## src/rtl/tsacq_pkg.sv

```systemverilog
// Shared constants for the touch sample averaging and event queue block.
`timescale 1ns / 1ps

package tsacq_pkg;

  // Block sizing.
  localparam int EVENT_TABLE_SIZE = 16;
  localparam int SAMPLE_COUNT     = 10;
  localparam int RING_SLOTS       = EVENT_TABLE_SIZE - 1;
  localparam int PTR_W            = (RING_SLOTS > 1) ? $clog2(RING_SLOTS) : 1;
  localparam int CNT_W            = $clog2(SAMPLE_COUNT + 1);

  // Field widths.
  localparam int RAW_W  = 8;
  localparam int CAL_W  = 8;
  localparam int SUM_W  = 12;
  localparam int COL_W  = 8;
  localparam int ROW_W  = 9;
  localparam int OCOL_W = 9;
  localparam int OROW_W = 10;
  localparam int CFG_INDEX_W = 2;

  // Divide by ten as a multiply by a reciprocal; exact for sums below 16384.
  localparam int AVG_RECIP_SHIFT = 15;
  localparam int AVG_RECIP       = 3277;
  localparam int RECIP_W         = 12;
  localparam int PROD_W          = SUM_W + RECIP_W;
  localparam int AVG_W           = 9;

  // Scaling constants.
  localparam int X_SCALE = 320;
  localparam int Y_SCALE = 240;
  localparam int X_BIAS  = 3;
  localparam int SCALE_W = 9;
  localparam int NUM_W   = AVG_W + 2;
  localparam int DVD_W   = AVG_W + SCALE_W;
  localparam int STEP_W  = $clog2(DVD_W + 1);

  // Calibration register resets.
  localparam logic [CAL_W-1:0] X_MIN_RESET = CAL_W'(8);
  localparam logic [CAL_W-1:0] X_MAX_RESET = CAL_W'(116);
  localparam logic [CAL_W-1:0] Y_MIN_RESET = CAL_W'(9);
  localparam logic [CAL_W-1:0] Y_MAX_RESET = CAL_W'(113);

  // Operation codes.
  localparam logic [1:0] OP_SAMPLE  = 2'd0;
  localparam logic [1:0] OP_RELEASE = 2'd1;
  localparam logic [1:0] OP_READ    = 2'd2;

  // Configuration register indexes.
  localparam logic [CFG_INDEX_W-1:0] REG_X_MIN = 2'd0;
  localparam logic [CFG_INDEX_W-1:0] REG_X_MAX = 2'd1;
  localparam logic [CFG_INDEX_W-1:0] REG_Y_MIN = 2'd2;
  localparam logic [CFG_INDEX_W-1:0] REG_Y_MAX = 2'd3;

endpackage

```

## src/rtl/touch_sample_average_calibrate_queue_core.sv

```systemverilog
// Touch sample averaging, calibration and event ring, top level.
//
// Channel | Direction | Handshake          | Payload
// input   | in        | in_valid/in_ready   | opcode, raw_x, raw_y, pen_down
// result  | out       | out_valid/out_ready | event_col, event_row, queue_empty
// config  | in        | cfg_write           | cfg_index, cfg_data
//
// A sample, release tick or ignored code is handled in the idle state. The sample that
// completes a set goes on to average, to form the scaled numerators, to run the
// bit-serial restoring dividers and to write the ring.
// A read waits in the read state for the registered read port of the ring memory,
// and holds there while the previous result transaction has not been taken.
// Reset is synchronous; the ring memory itself is not cleared.
`timescale 1ns / 1ps

module touch_sample_average_calibrate_queue_core (
  input  logic                                 clk,
  input  logic                                 rst,
  input  logic                                 in_valid,
  output logic                                 in_ready,
  input  logic [1:0]                           opcode,
  input  logic [tsacq_pkg::RAW_W-1:0]          raw_x,
  input  logic [tsacq_pkg::RAW_W-1:0]          raw_y,
  input  logic                                 pen_down,
  output logic                                 out_valid,
  input  logic                                 out_ready,
  output logic signed [tsacq_pkg::OCOL_W-1:0]  event_col,
  output logic signed [tsacq_pkg::OROW_W-1:0]  event_row,
  output logic                                 queue_empty,
  input  logic                                 cfg_write,
  input  logic [tsacq_pkg::CFG_INDEX_W-1:0]    cfg_index,
  input  logic [tsacq_pkg::CAL_W-1:0]          cfg_data
);
  import tsacq_pkg::*;

  typedef enum logic [2:0] {
    S_IDLE,
    S_AVG,
    S_SCALE,
    S_DIV,
    S_PUSH,
    S_READ
  } state_t;

  localparam int ENTRY_W = COL_W + ROW_W;

  state_t state;

  logic [CAL_W-1:0] x_min, x_max, y_min, y_max;
  logic [PTR_W-1:0] write_pointer, read_pointer;
  logic             lockout;
  logic [SUM_W-1:0] sum_x, sum_y;
  logic [CNT_W-1:0] samples_taken;
  logic [AVG_W-1:0] avg_x, avg_y;
  logic [DVD_W-1:0] dvd_x, dvd_y;
  logic [CAL_W-1:0] rem_x, rem_y;
  logic [CAL_W-1:0] span_x, span_y;
  logic             sat_x, sat_y;
  logic [STEP_W-1:0] step;
  logic             read_empty;

  // Ring memory with a registered read port.
  logic [ENTRY_W-1:0] ring_mem [RING_SLOTS];
  logic [ENTRY_W-1:0] rd_data;
  logic               mem_we;
  logic [ENTRY_W-1:0] mem_wdata;

  logic               accept;
  logic [SUM_W-1:0]   sum_x_add, sum_y_add;
  logic               last_sample;
  logic [PROD_W-1:0]  prod_x, prod_y;
  logic signed [NUM_W-1:0] num_x, num_y;
  logic [DVD_W-1:0]   scaled_x, scaled_y;
  logic [CAL_W:0]     trial_x, trial_y;
  logic               ge_x, ge_y;
  logic [SCALE_W-1:0] sx, sy;
  logic [COL_W-1:0]   col_val;
  logic [ROW_W-1:0]   row_val;
  logic [PTR_W-1:0]   wp_next, rp_next;
  logic               out_free;

  assign in_ready = (state == S_IDLE);
  assign accept   = in_valid && in_ready;
  assign out_free = !out_valid || out_ready;

  // Accumulate the incoming pair.
  assign sum_x_add   = sum_x + SUM_W'(raw_x);
  assign sum_y_add   = sum_y + SUM_W'(raw_y);
  assign last_sample = (samples_taken == CNT_W'(SAMPLE_COUNT - 1));

  // Average by reciprocal multiply.
  assign prod_x = PROD_W'(sum_x) * PROD_W'(AVG_RECIP);
  assign prod_y = PROD_W'(sum_y) * PROD_W'(AVG_RECIP);

  // Offset numerators and scaled dividends.
  always_comb begin
    num_x = $signed(NUM_W'(avg_x)) - $signed(NUM_W'(x_min)) + NUM_W'(X_BIAS);
    num_y = $signed(NUM_W'(avg_y)) - $signed(NUM_W'(y_min));
    scaled_x = DVD_W'(num_x[AVG_W-1:0]) * DVD_W'(X_SCALE);
    scaled_y = DVD_W'(num_y[AVG_W-1:0]) * DVD_W'(Y_SCALE);
  end

  // One restoring divide step per axis.
  always_comb begin
    trial_x = {rem_x, dvd_x[DVD_W-1]};
    trial_y = {rem_y, dvd_y[DVD_W-1]};
    ge_x    = (trial_x >= {1'b0, span_x});
    ge_y    = (trial_y >= {1'b0, span_y});
  end

  // Clamp, mirror and pack the event.
  always_comb begin
    sx = (sat_x || (dvd_x > DVD_W'(X_SCALE))) ? SCALE_W'(X_SCALE) : dvd_x[SCALE_W-1:0];
    sy = (sat_y || (dvd_y > DVD_W'(Y_SCALE))) ? SCALE_W'(Y_SCALE) : dvd_y[SCALE_W-1:0];
    row_val   = ROW_W'(SCALE_W'(X_SCALE) - sx);
    col_val   = COL_W'(SCALE_W'(Y_SCALE) - sy);
    mem_wdata = {col_val, row_val};
    mem_we    = (state == S_PUSH);
  end

  // Ring pointers wrap at the slot count.
  assign wp_next = (write_pointer == PTR_W'(RING_SLOTS - 1)) ? '0 : write_pointer + 1'b1;
  assign rp_next = (read_pointer == PTR_W'(RING_SLOTS - 1)) ? '0 : read_pointer + 1'b1;

  always_ff @(posedge clk) begin
    if (mem_we) begin
      ring_mem[write_pointer] <= mem_wdata;
    end
    rd_data <= ring_mem[read_pointer];
  end

  // Calibration registers.
  always_ff @(posedge clk) begin
    if (rst) begin
      x_min <= X_MIN_RESET;
      x_max <= X_MAX_RESET;
      y_min <= Y_MIN_RESET;
      y_max <= Y_MAX_RESET;
    end else if (cfg_write) begin
      case (cfg_index)
        REG_X_MIN: x_min <= cfg_data;
        REG_X_MAX: x_max <= cfg_data;
        REG_Y_MIN: y_min <= cfg_data;
        REG_Y_MAX: y_max <= cfg_data;
        default:   ;
      endcase
    end
  end

  // Sequencer with its registered outputs.
  always_ff @(posedge clk) begin
    if (rst) begin
      state         <= S_IDLE;
      write_pointer <= '0;
      read_pointer  <= '0;
      lockout       <= 1'b0;
      sum_x         <= '0;
      sum_y         <= '0;
      samples_taken <= '0;
      out_valid     <= 1'b0;
      step          <= '0;
    end else begin
      // A taken result is dropped unless the read state issues the next one.
      if (out_valid && out_ready && (state != S_READ)) begin
        out_valid <= 1'b0;
      end
      case (state)
        S_IDLE: begin
          if (accept) begin
            case (opcode)
              OP_SAMPLE: begin
                if (pen_down && !lockout) begin
                  sum_x <= sum_x_add;
                  sum_y <= sum_y_add;
                  if (last_sample) begin
                    state <= S_AVG;
                  end else begin
                    samples_taken <= samples_taken + 1'b1;
                  end
                end
              end
              OP_RELEASE: lockout <= 1'b0;
              OP_READ: begin
                read_empty <= (write_pointer == read_pointer);
                state      <= S_READ;
              end
              default: ;
            endcase
          end
        end
        S_AVG: begin
          avg_x <= prod_x[AVG_RECIP_SHIFT +: AVG_W];
          avg_y <= prod_y[AVG_RECIP_SHIFT +: AVG_W];
          state <= S_SCALE;
        end
        S_SCALE: begin
          sat_x  <= (x_max <= x_min) || num_x[NUM_W-1];
          sat_y  <= (y_max <= y_min) || num_y[NUM_W-1];
          span_x <= x_max - x_min;
          span_y <= y_max - y_min;
          dvd_x  <= scaled_x;
          dvd_y  <= scaled_y;
          rem_x  <= '0;
          rem_y  <= '0;
          step   <= '0;
          state  <= S_DIV;
        end
        S_DIV: begin
          rem_x <= ge_x ? CAL_W'(trial_x - {1'b0, span_x}) : CAL_W'(trial_x);
          rem_y <= ge_y ? CAL_W'(trial_y - {1'b0, span_y}) : CAL_W'(trial_y);
          dvd_x <= {dvd_x[DVD_W-2:0], ge_x};
          dvd_y <= {dvd_y[DVD_W-2:0], ge_y};
          step  <= step + 1'b1;
          if (step == STEP_W'(DVD_W - 1)) begin
            state <= S_PUSH;
          end
        end
        S_PUSH: begin
          write_pointer <= wp_next;
          lockout       <= 1'b1;
          sum_x         <= '0;
          sum_y         <= '0;
          samples_taken <= '0;
          state         <= S_IDLE;
        end
        S_READ: begin
          if (out_free) begin
            out_valid   <= 1'b1;
            queue_empty <= read_empty;
            if (read_empty) begin
              event_col <= '1;
              event_row <= '1;
            end else begin
              event_col    <= OCOL_W'(rd_data[ROW_W +: COL_W]);
              event_row    <= OROW_W'(rd_data[ROW_W-1:0]);
              read_pointer <= rp_next;
            end
            state <= S_IDLE;
          end
        end
        default: state <= S_IDLE;
      endcase
    end
  end

endmodule

```

## config.mk

```make
export PLATFORM = sky130hd
export DESIGN_NAME = touch_sample_average_calibrate_queue_core
export DESIGN_NICKNAME = d
export VERILOG_FILES = /design/src/rtl/tsacq_pkg.sv /design/src/rtl/touch_sample_average_calibrate_queue_core.sv
export SDC_FILE = /design/constraint.sdc
export NUM_CORES = 1
export LEC_CHECK = 0
export ABC_AREA = 1
export BUFFER_PORTS_ARGS = -buffer_cell sky130_fd_sc_hd__buf_2
export CAP_MARGIN = 25
export CORE_ASPECT_RATIO = 1.75
export CORE_UTILIZATION = 45
export DETAILED_ROUTE_END_ITERATION = 8
export PLACE_DENSITY_LB_ADDON = 0.2
export SLEW_MARGIN = 10
export SYNTH_ARGS = -nofsm -noshare
export SYNTH_HDL_FRONTEND = slang
export SYNTH_SLANG_ARGS = --single-unit
```

## constraint.sdc

```tcl
create_clock -name clk -period 4.06 [get_ports clk]
set_clock_uncertainty 0.2 [all_clocks]
set_input_delay 0.406 -clock clk [delete_from_list [all_inputs] [get_ports clk]]
set_output_delay 0.406 -clock clk [all_outputs]
set_load 0.01 [all_outputs]
```

Yosys cells after proc, flatten, opt, wreduce, memory -nomap -nowiden. Memories as Yosys holds them, arrays and structs flattened. A register that Yosys moved wholly into a read port is not among the register bits. Index checks and enable logic that the tools add are counted. W data, S select, Z words.

Register bits after elaboration: 187. Bits in writable memories: 255. Input port bits: 34. Output and inout port bits: 22. Memories kept: 1.

Memories: ring_mem (words 15, bits a word 17, rd ports 1, clocked after memory_dff 1, write ports 1, RTL line touch_sample_average_calibrate_queue_core.sv:63) `logic [ENTRY_W-1:0] ring_mem [RING_SLOTS];`.

Add/subtract/negate cells: 15. Multiply operators: 4. $lt $le $gt $ge: 6. Equal/unequal tests: 26. Muxes and demuxes: 41. Bitwise logic cells: 2. Reduce and logical (&&, ||, !) cells: 30.

Operator list (number): $mux W12 (6); $pmux W18 S2 (2); $mul A12 B12 Y24 const B (2); $pmux W12 S2 (2); $pmux W8 S2 (2); $sub A8 B8 Y8 (4); $add A12 B8 Y12 (2); $mux W4 (6); $mux W8 (3); $sub A9 B8 Y10 (2); $ge A9 B8 Y1 (2); $gt A18 B8 Y1 const B (1); $gt A18 B9 Y1 const B (1); $mux W9 (2); $le A8 B8 Y1 (2); $mux W3 (5); $pmux W3 S5 (1); $reduce_and A2 Y1 (7); $mul A9 B4 Y13 const B (1); $add A4 B1 Y4 const B (3); $eq A4 B4 Y1 const B (3); $mul A9 B3 Y12 const B (1); $add A10 B3 Y11 const B (1); $mux W10 (1); other kinds (30) (62).

Logic depth before layout (Yosys ltp). Gate-level depths: netlist (run 1).

Word-level depth: 6. Depth in mapped cells: 25. Gate-level depth less buffers: 25.

Worst setup path after synthesis (run 1). No wires, ideal clock.

Path type: register to register. Start: register sum_y[6]. End: register avg_y[7], data pin. Setup time: 0.271 ns. Arrival time: 4.003 ns. Required time: 3.589 ns. Slack: -0.414 ns. Stages on the path, launching flop included: 17. Path buffers: 0. Path through: dfxtp_1 -> ha_1 -> inv_1 -> fa_1 -> inv_1 -> fa_1 -> fa_1 -> inv_1 -> fa_1 -> inv_1 -> ha_1 -> a21oi_1 -> a21boi_0 -> o21ai_0 -> nand3_1 -> o311ai_1 -> xor2_1.

Word-level cells in the longest chain between the ends: 1.

Ends and longest elaborated chain: start, declared (RTL line touch_sample_average_calibrate_queue_core.sv:52) `logic [SUM_W-1:0] sum_x, sum_y;`; start signal, assigned (RTL line touch_sample_average_calibrate_queue_core.sv:174) `sum_y <= sum_y_add;`; $mul A12 B12 Y24 (RTL line touch_sample_average_calibrate_queue_core.sv:93) `assign prod_y = PROD_W'(sum_y) * PROD_W'(AVG_RECIP);`; named net prod_y[22] (RTL line touch_sample_average_calibrate_queue_core.sv:71) `logic [PROD_W-1:0] prod_x, prod_y;`; end signal, assigned (RTL line touch_sample_average_calibrate_queue_core.sv:193) `avg_y <= prod_y[AVG_RECIP_SHIFT +: AVG_W];`; end, declared (RTL line touch_sample_average_calibrate_queue_core.sv:54) `logic [AVG_W-1:0] avg_x, avg_y;`.

The timed path passes the listed nets, and every way through them passes these cells. A chain may end at the register's enable or synchronous reset.

Worst setup path in the final report (run 1).
Start: register sum_y[2]. End: register avg_y[1], data pin.

The elaborated chain is that of the path after synthesis.

==> results.sh, run 1 <==
export IMPL_outcome="complete, but fails checks"
export IMPL_failing_checks="negative setup slack"
export IMPL_critPathTopFamily="adder cells"
export IMPL_cpPeakStageDelay_ns=0.49
export IMPL_synth_nets=3111
export IMPL_worst_slew_pin_tran_ns=1.05
export IMPL_num_vias=20104
export IMPL_antenna_left=0
export IMPL_grt_pass1_vias=20881
export IMPL_regArea_um2=12800
export IMPL_initial_core_util_pct=45.6
export IMPL_clk_insertion_delay_late_ns=0.59
export IMPL_ys_flop_type="sky130_fd_sc_hd__edfxtp_1"
export IMPL_synth_area_per_cell_um2=10.2
export IMPL_antenna_found_initial=0
export IMPL_max_slew_margin_rel_pct=30.1
export IMPL_ff2ff_setup_slack_ns=-0.17
export IMPL_routed_wirelength_um=69100
export IMPL_timing_hold_ws_ns=0.0385
export IMPL_slew_violations=0
export IMPL_worst_path_buf_inv=5
export IMPL_fp_dieArea_um2=62100
export IMPL_io_buffer_count=55
export IMPL_cts_inserted_buffers=45
export IMPL_synth_async_sr_flop_share_pct=0
export IMPL_share_comb_of_total_power_pct=30.6
export IMPL_placementRows=119
export IMPL_clock_tree_htree_level_count=2
export IMPL_area_delta_synth_final_pct=19.7
export IMPL_first_iter_violations=1025
export IMPL_grt_max_degree=58
export IMPL_finish_instance_area_um2=32900
export IMPL_cp_max_fo=4
export IMPL_gate_count_post_synth=2705
export IMPL_firstDrtPassIters=5
export IMPL_netlist_area_um2=27500
export IMPL_power_ir_vdd_worst_mv=0.343
export IMPL_timing_final_setup_violations=20
export IMPL_die_height_um=329
export IMPL_crit_path_cells="ha_4 > inv_2 > fa_1 > inv_1 > fa_1 > fa_1 > inv_1 > fa_1 > inv_2 > ha_4 > a21oi_2 > a21boi_2 > inv_1 > a21oi_2 > o21ai_1 > xor2_1"
export IMPL_grt_pass1_wl_um=107000
export IMPL_cts_tree="done"
export IMPL_max_cap_viol_count=0
export IMPL_clock_sinks=457
export IMPL_drt_drc_violations_left=0
export IMPL_critical_path_arrival_ns=4.36
export IMPL_internal_power_uw=9440
export IMPL_rr_startpoint="sum_y[2]"
export IMPL_net_switching_power_uw=4200
export IMPL_fillCellCount=5269
export IMPL_crit_path_end_kind="flip-flop"
export IMPL_crit_path_start="sum_y[2]"
export IMPL_most_common_cell_after_layout_fill_and_taps_aside="sky130_fd_sc_hd__nand2_1"
export IMPL_library_cell_used_as_clock_root_buffer="sky130_fd_sc_hd__clkbuf_16"
export IMPL_seqPwrFrac_pct=38.9
export IMPL_clock_path_buffers=3
export IMPL_synth_cell_types=64
export IMPL_finalWorstPathRequiredPeriod_ns=4.23
export IMPL_design_power_total_uw=13600
export IMPL_worst_setup_path_type="flip-flop to flip-flop"
export IMPL_design_final_nets=3363
export IMPL_critical_path_slowest_cell="sky130_fd_sc_hd__fa_1"
export IMPL_placeableCoreArea_um2=60300
export IMPL_report_final_hold_viol_count=0
export IMPL_synth_enable_flop_cells=362
export IMPL_timing_critical_path_required_ns=4.19
export IMPL_placed_area_um2=30200
export IMPL_multi_input_comb_area_um2=14100
export IMPL_post_route_cells_drive_above_1_share_pct=22.4
export IMPL_synth_area_top_cells="sky130_fd_sc_hd__edfxtp_1 (40%), sky130_fd_sc_hd__ha_1 (13%), sky130_fd_sc_hd__dfxtp_1 (6.9%)"
export IMPL_half_perimeter_wire_length_after_placement_um=48900
export IMPL_place_gp_congestion=0.892
export IMPL_synth_seq_cells=457
export IMPL_hold_path_startpoint="cfg_index[0]"
export IMPL_postLayoutSetupSlackWorst_ns=-0.168
export IMPL_maximum_clock_frequency_ghz=0.237
export IMPL_pwr_density_cell_nw_per_um2=414
export IMPL_leakagePower_uw=0.0140
export IMPL_avgRoutedWirePerCell_um=18.3
export IMPL_grt_use_total_pct=22.3
export IMPL_most_frequent_cp_cell="sky130_fd_sc_hd__fa_1"
export IMPL_seq_area_frac_synth_pct=46.5
export IMPL_cts_clk_slew_worst_paths_ns=0.06
export IMPL_yosys_area_top_type_share_pct=39.6
export IMPL_rsz_0062_raised_after_global_routing="true"
export IMPL_antenna_cells=0
export IMPL_synth_top_area_cell="sky130_fd_sc_hd__edfxtp_1"
export IMPL_power_switching_fraction_pct=30.8
export IMPL_dieWidth_um=189
export IMPL_cp_start_kind="flip-flop"
export IMPL_pwr_share_clk_pct=30.5
export IMPL_vias_per_cell=5.32
export IMPL_synthesis_yosys_warnings=0
export IMPL_hold_path_class="primary input to flip-flop"
export IMPL_final_cell_mix="sky130_fd_sc_hd__nand2_1 (366), sky130_fd_sc_hd__edfxtp_1 (362), sky130_fd_sc_hd__inv_1 (357), sky130_fd_sc_hd__ha_1 (233), sky130_fd_sc_hd__buf_4 (199)"
export IMPL_ioPinCount=56
export IMPL_part_of_the_cycle_the_worst_path_needs_pct=104
export IMPL_grt_residual_overflow=0
==> worst register-to-register path, stage by stage (launching register included) <==
cell,delay (ns)
sky130_fd_sc_hd__dfxtp_4,0.37
sky130_fd_sc_hd__ha_4,0.27
sky130_fd_sc_hd__inv_2,0.03
sky130_fd_sc_hd__fa_1,0.49
sky130_fd_sc_hd__inv_1,0.05
sky130_fd_sc_hd__fa_1,0.45
sky130_fd_sc_hd__fa_1,0.49
sky130_fd_sc_hd__inv_1,0.05
sky130_fd_sc_hd__fa_1,0.49
sky130_fd_sc_hd__inv_2,0.05
sky130_fd_sc_hd__ha_4,0.26
sky130_fd_sc_hd__a21oi_2,0.15
sky130_fd_sc_hd__a21boi_2,0.21
sky130_fd_sc_hd__inv_1,0.07
sky130_fd_sc_hd__a21oi_2,0.12
sky130_fd_sc_hd__o21ai_1,0.10
sky130_fd_sc_hd__xor2_1,0.15
==> logic make-up after synthesis <==
family                   share of synthesized area (%)
AO/OA/AOI/OAI                                     11.5
XOR/XNOR                                          2.66
adder cells (fa/ha/maj)                           19.5
buffers and inverters                             6.78
flip-flops                                        46.5
multiplexers                                     0.619
AND/OR/NAND/NOR                                   12.5
==> cells in the mapped netlist, types with 5 or more instances <==
master                      instances
sky130_fd_sc_hd__nand4_1           17
sky130_fd_sc_hd__nor2_1           169
sky130_fd_sc_hd__a211oi_1           5
sky130_fd_sc_hd__o2111ai_1         25
sky130_fd_sc_hd__a31oi_1            6
sky130_fd_sc_hd__inv_1            391
sky130_fd_sc_hd__a22oi_1           28
sky130_fd_sc_hd__or2_2             43
sky130_fd_sc_hd__xnor2_1           29
sky130_fd_sc_hd__o21ai_0          145
sky130_fd_sc_hd__dfxtp_1           95
sky130_fd_sc_hd__inv_2             11
sky130_fd_sc_hd__nand3b_1           5
sky130_fd_sc_hd__a21oi_1          192
sky130_fd_sc_hd__nor4_1             7
sky130_fd_sc_hd__o211ai_1          48
sky130_fd_sc_hd__a21o_1            10
sky130_fd_sc_hd__edfxtp_1         362
sky130_fd_sc_hd__mux2i_1           17
sky130_fd_sc_hd__ha_1             278
sky130_fd_sc_hd__clkinv_1           5
sky130_fd_sc_hd__nor3_1            23
sky130_fd_sc_hd__nand3_2            5
sky130_fd_sc_hd__buf_1              5
sky130_fd_sc_hd__xor2_1            49
sky130_fd_sc_hd__nand2_1          395
sky130_fd_sc_hd__o21bai_1           8
sky130_fd_sc_hd__nand3_1           82
sky130_fd_sc_hd__a32o_1            17
sky130_fd_sc_hd__nand2_2           13
sky130_fd_sc_hd__clkbuf_1          40
sky130_fd_sc_hd__fa_1              94
sky130_fd_sc_hd__buf_2             16
==> layer usage <==
layer  wire [µm]  part of all wire, %  global-route usage [%]
met2       39300                   57                    45.0
met4        3390                  4.9                    11.2
met5           0                    0                       0
met1       24400                   35                    21.8
met3        2040                  3.0                    2.59
==> sequential cells by signal, summed over array words and instances, names as in the netlist, 9 cells and up <==
signal and flops:
avg_x 9, rd_data 17, event_row 9, dvd_x 18, event_col 9, sum_y 12
dvd_y 18, sum_x 12, avg_y 9, ring_mem 255
==> worst paths after layout <==
kind	to	cells after the start
setup / recovery	avg_y[1]	16
hold reg to reg	lockout	2
hold / removal	y_min[0]	4
setup reg to reg	avg_y[1]	16
==> metrics by stage <==
step           setup TNS [ns]  std cells  util (%)  setup slack (ns)
2_1_floorplan          -0.185       2705         -           -0.0395
4_1_cts                 -1.78       3769      53.6            -0.195
5_1_grt                 -4.99       3779      54.6            -0.360
6_report                -1.51       3779      54.6            -0.168
3_5_place_dp            -3.75       3657      50.1            -0.267
3_3_place_gp            -2.44       3657      50.1            -0.186
==> timing repair <==
action,CTS,global route
hold buffers,11,0
setup buffers,19,8
setup endpoints to repair,24,27
resized for setup,95,130
hold endpoints to repair,23,0
pin swaps,80,102
==> power groups by stage <==
stage | registers [µW] | logic, µW | clock network [µW]
2_1_floorplan | 5400 | 2230 | 0
3_3_place_gp | 5400 | 3140 | 0
3_5_place_dp | 5400 | 3240 | 0
4_1_cts | 5300 | 3630 | 4240
5_1_grt | 5310 | 4630 | 4380
6_report | 5300 | 4170 | 4160
==> final cells by class <==
cell class                 instances  share of cell area [%]
clock buffer                      50                    3.57
timing repair buffer             274                    6.04
multi-input combinational       1770                    42.9
inverter                         409                    4.69
tap                              786                    2.99
clock inverter                    33                   0.818
sequential                       457                    39.0
No activity file was read; power rests on OpenSTA's default activity.
==> run 2, diff against run 1 <==
--- a/config.mk
+++ b/config.mk
@@ -8,7 +8,6 @@
 export ABC_AREA = 1
 export BUFFER_PORTS_ARGS = -buffer_cell sky130_fd_sc_hd__buf_2
 export CAP_MARGIN = 25
-export CORE_ASPECT_RATIO = 1.75
 export CORE_UTILIZATION = 45
 export DETAILED_ROUTE_END_ITERATION = 8
 export PLACE_DENSITY_LB_ADDON = 0.2
==> run 2 against run 1 <==
  * The run still ends with negative setup slack left
  * Critical path depth increased by 1
  * Die area barely moved
  * Final cell count about the same
  * Critical endpoint is now avg_y[8]
  * Highest routed layer unchanged
==> results.sh, run 2 (same netlist as run 1, synthesis figures left out) <==
export IMPL_io_buffer_count=55
export IMPL_postLayoutSetupSlackWorst_ns=-0.235
export IMPL_final_core_utilization_pct=54.4
export IMPL_avgRoutedWirePerCell_um=17.2
export IMPL_placeableCoreArea_um2=60400
export IMPL_r2r_end="avg_y[8]"
export IMPL_grt_max_degree=69
export IMPL_crit_path_end_kind="flip-flop"
export IMPL_ff2ff_setup_slack_ns=-0.23
export IMPL_place_gp_congestion=0.837
export IMPL_clock_tree_htree_level_count=2
export IMPL_maximum_clock_frequency_ghz=0.233
export IMPL_grt_use_total_pct=21.1
export IMPL_library_cell_used_as_clock_root_buffer="sky130_fd_sc_hd__clkbuf_16"
export IMPL_failing_checks="negative setup slack"
export IMPL_worst_reg_to_reg_path_cell_count=17
export IMPL_antenna_cells=0
export IMPL_clock_path_buffers=3
export IMPL_critical_path_slowest_cell="sky130_fd_sc_hd__fa_1"
export IMPL_whs_endpoint="lockout"
export IMPL_power_ir_vdd_worst_mv=0.347
export IMPL_worst_path_buf_inv=5
export IMPL_critPathTopFamily="adder cells"
export IMPL_timing_critical_path_required_ns=4.20
export IMPL_hold_path_class="primary input to flip-flop"
export IMPL_max_cap_viol_count=0
export IMPL_grt_pass1_wl_um=105000
export IMPL_timing_final_setup_violations=17
export IMPL_die_height_um=249
export IMPL_design_final_nets=3363
export IMPL_fillCellCount=5241
export IMPL_report_final_hold_viol_count=0
export IMPL_first_iter_violations=1217
export IMPL_cp_max_fo=4
export IMPL_antenna_found_initial=0
export IMPL_cts_tree="done"
export IMPL_initial_core_util_pct=45.5
export IMPL_hold_path_startpoint="opcode[1]"
export IMPL_max_slew_margin_rel_pct=34.7
export IMPL_max_reg_flops=255
export IMPL_pwr_density_cell_nw_per_um2=414
export IMPL_fp_dieArea_um2=62100
export IMPL_critical_path_arrival_ns=4.44
export IMPL_timing_hold_ws_ns=0.0521
export IMPL_crit_path_cells="ha_4 > inv_2 > fa_1 > inv_2 > fa_1 > fa_1 > inv_1 > fa_1 > inv_2 > ha_4 > a21o_1 > a31oi_1 > o211ai_1 > buf_4 > nand3_2 > nand2_1 > xor2_1"
export IMPL_worst_setup_path_type="flip-flop to flip-flop"
export IMPL_grt_residual_overflow=0
export IMPL_most_frequent_cp_cell="sky130_fd_sc_hd__fa_1"
export IMPL_drt_drc_violations_left=0
export IMPL_clock_sinks=457
export IMPL_dieWidth_um=249
export IMPL_min_path_cells=5
export IMPL_ioPinCount=56
export IMPL_setup_tns_final_ns=-2.11
export IMPL_leakagePower_uw=0.0140
export IMPL_antenna_left=0
export IMPL_cp_num_cells=17
export IMPL_firstDrtPassIters=5
export IMPL_grt_pass1_vias=20097
export IMPL_routed_wirelength_um=64900
export IMPL_half_perimeter_wire_length_after_placement_um=45600
export IMPL_post_route_cells_drive_above_1_share_pct=20.8
export IMPL_outcome="complete, but fails checks"
export IMPL_final_cell_mix="sky130_fd_sc_hd__nand2_1 (379), sky130_fd_sc_hd__inv_1 (368), sky130_fd_sc_hd__edfxtp_1 (362), sky130_fd_sc_hd__ha_1 (236), sky130_fd_sc_hd__buf_4 (191)"
export IMPL_slew_violations=0
export IMPL_area_delta_synth_final_pct=19.4
export IMPL_part_of_the_cycle_the_worst_path_needs_pct=106
export IMPL_worst_slew_pin_tran_ns=0.979
export IMPL_cts_clk_slew_worst_paths_ns=0.06
export IMPL_clk_insertion_delay_late_ns=0.61
export IMPL_cts_inserted_buffers=49
export IMPL_finalWorstPathRequiredPeriod_ns=4.29
export IMPL_num_vias=19883
export IMPL_design_power_total_uw=13600
export IMPL_rr_startpoint="sum_y[4]"
export IMPL_placementRows=90
export IMPL_cpPeakStageDelay_ns=0.52
export IMPL_most_common_cell_after_layout_fill_and_taps_aside="sky130_fd_sc_hd__nand2_1"
export IMPL_max_flop_register="ring_mem"
export IMPL_cp_start_kind="flip-flop"
export IMPL_vias_per_cell=5.26
export IMPL_rsz_0062_raised_after_global_routing="true"
export IMPL_largest_registers="ring_mem: 255 flops, dvd_x: 18 flops, dvd_y: 18 flops"
run 2: cell count changes in the layout (fill, tap and decap cells not counted), moves of 5 or more:
cell,before,now
sky130_fd_sc_hd__nand2_1,366,379
sky130_fd_sc_hd__nor2_4,17,12
sky130_fd_sc_hd__o21ai_0,122,127
sky130_fd_sc_hd__nand2_2,31,25
sky130_fd_sc_hd__clkinv_1,15,9
sky130_fd_sc_hd__nand2_4,11,5
sky130_fd_sc_hd__inv_2,43,32
sky130_fd_sc_hd__a21oi_4,11,6
sky130_fd_sc_hd__clkbuf_1,3,14
sky130_fd_sc_hd__buf_4,199,191
sky130_fd_sc_hd__nor2_1,132,141
sky130_fd_sc_hd__inv_1,357,368
run 2: what timing repair did:
| action | in CTS | in global routing |
|---|---|---|
| pin swaps | 62 | 53 |
| resized for setup | 82 | 73 |
| hold endpoints to repair | 35 | 0 |
| setup endpoints to repair | 24 | 28 |
| buffers inserted | 9 | 6 |
| hold buffers | 15 | 0 |
run 2: metal layers:
| layer | vias up | GRT usage [%] | share of wire [%] |
|---|---|---|---|
| li1 | 9788 | - | - |
| met2 | 441 | 34.9 | 46 |
| met1 | 9573 | 29.4 | 47 |
| met3 | 81 | 2.41 | 4.9 |
| met4 | 0 | 5.78 | 2.3 |
| met5 | - | 0 | 0 |
run 2: worst max path at each step:
| stage | startpoint | to |
|---|---|---|
| after floorplan | sum_y[3] | avg_y[4] |
| after global placement | sum_x[8] | avg_x[8] |
| after detailed placement | sum_y[4] | avg_y[8] |
| after CTS | sum_y[3] | avg_y[4] |
| after global routing | sum_y[4] | avg_y[8] |
| final | sum_y[4] | avg_y[8] |
run 2: layout make-up:
cell class / instances / area [µm²] / area share (%)
flip-flops and latches: 457 / 12800 / 39.1
repair buffers: 270 / 2000 / 6.09
clock inverters: 27 / 293 / 0.892
inverters: 409 / 1540 / 4.70
well taps: 782 / 978 / 2.98
multi-input cells: 1770 / 13900 / 42.3
clock buffers: 65 / 1310 / 3.98
run 2: worst register-to-register path, cell delays in order, from the launching register on:
cell	delay [ns]
sky130_fd_sc_hd__dfxtp_4	0.37
sky130_fd_sc_hd__ha_4	0.28
sky130_fd_sc_hd__inv_2	0.04
sky130_fd_sc_hd__fa_1	0.52
sky130_fd_sc_hd__inv_2	0.04
sky130_fd_sc_hd__fa_1	0.46
sky130_fd_sc_hd__fa_1	0.50
sky130_fd_sc_hd__inv_1	0.05
sky130_fd_sc_hd__fa_1	0.49
sky130_fd_sc_hd__inv_2	0.05
sky130_fd_sc_hd__ha_4	0.22
sky130_fd_sc_hd__a21o_1	0.17
sky130_fd_sc_hd__a31oi_1	0.14
sky130_fd_sc_hd__o211ai_1	0.11
sky130_fd_sc_hd__buf_4	0.16
sky130_fd_sc_hd__nand3_2	0.05
sky130_fd_sc_hd__nand2_1	0.05
sky130_fd_sc_hd__xor2_1	0.14
run 2: stage by stage:
stage	instances	setup WS (ns)	instance area [µm²]
after floorplan	2705	-0.0395	27800
after global placement	3657	-0.207	30200
after detailed placement	3658	-0.267	30300
after CTS	3774	-0.227	32400
after global routing	3780	-0.411	32800
final	3780	-0.235	32800
run 2: power by group:
part           internal (µW)  switching (µW)
Clock                   2540            1900
Combinational           1800            2030
Sequential              5230            81.7
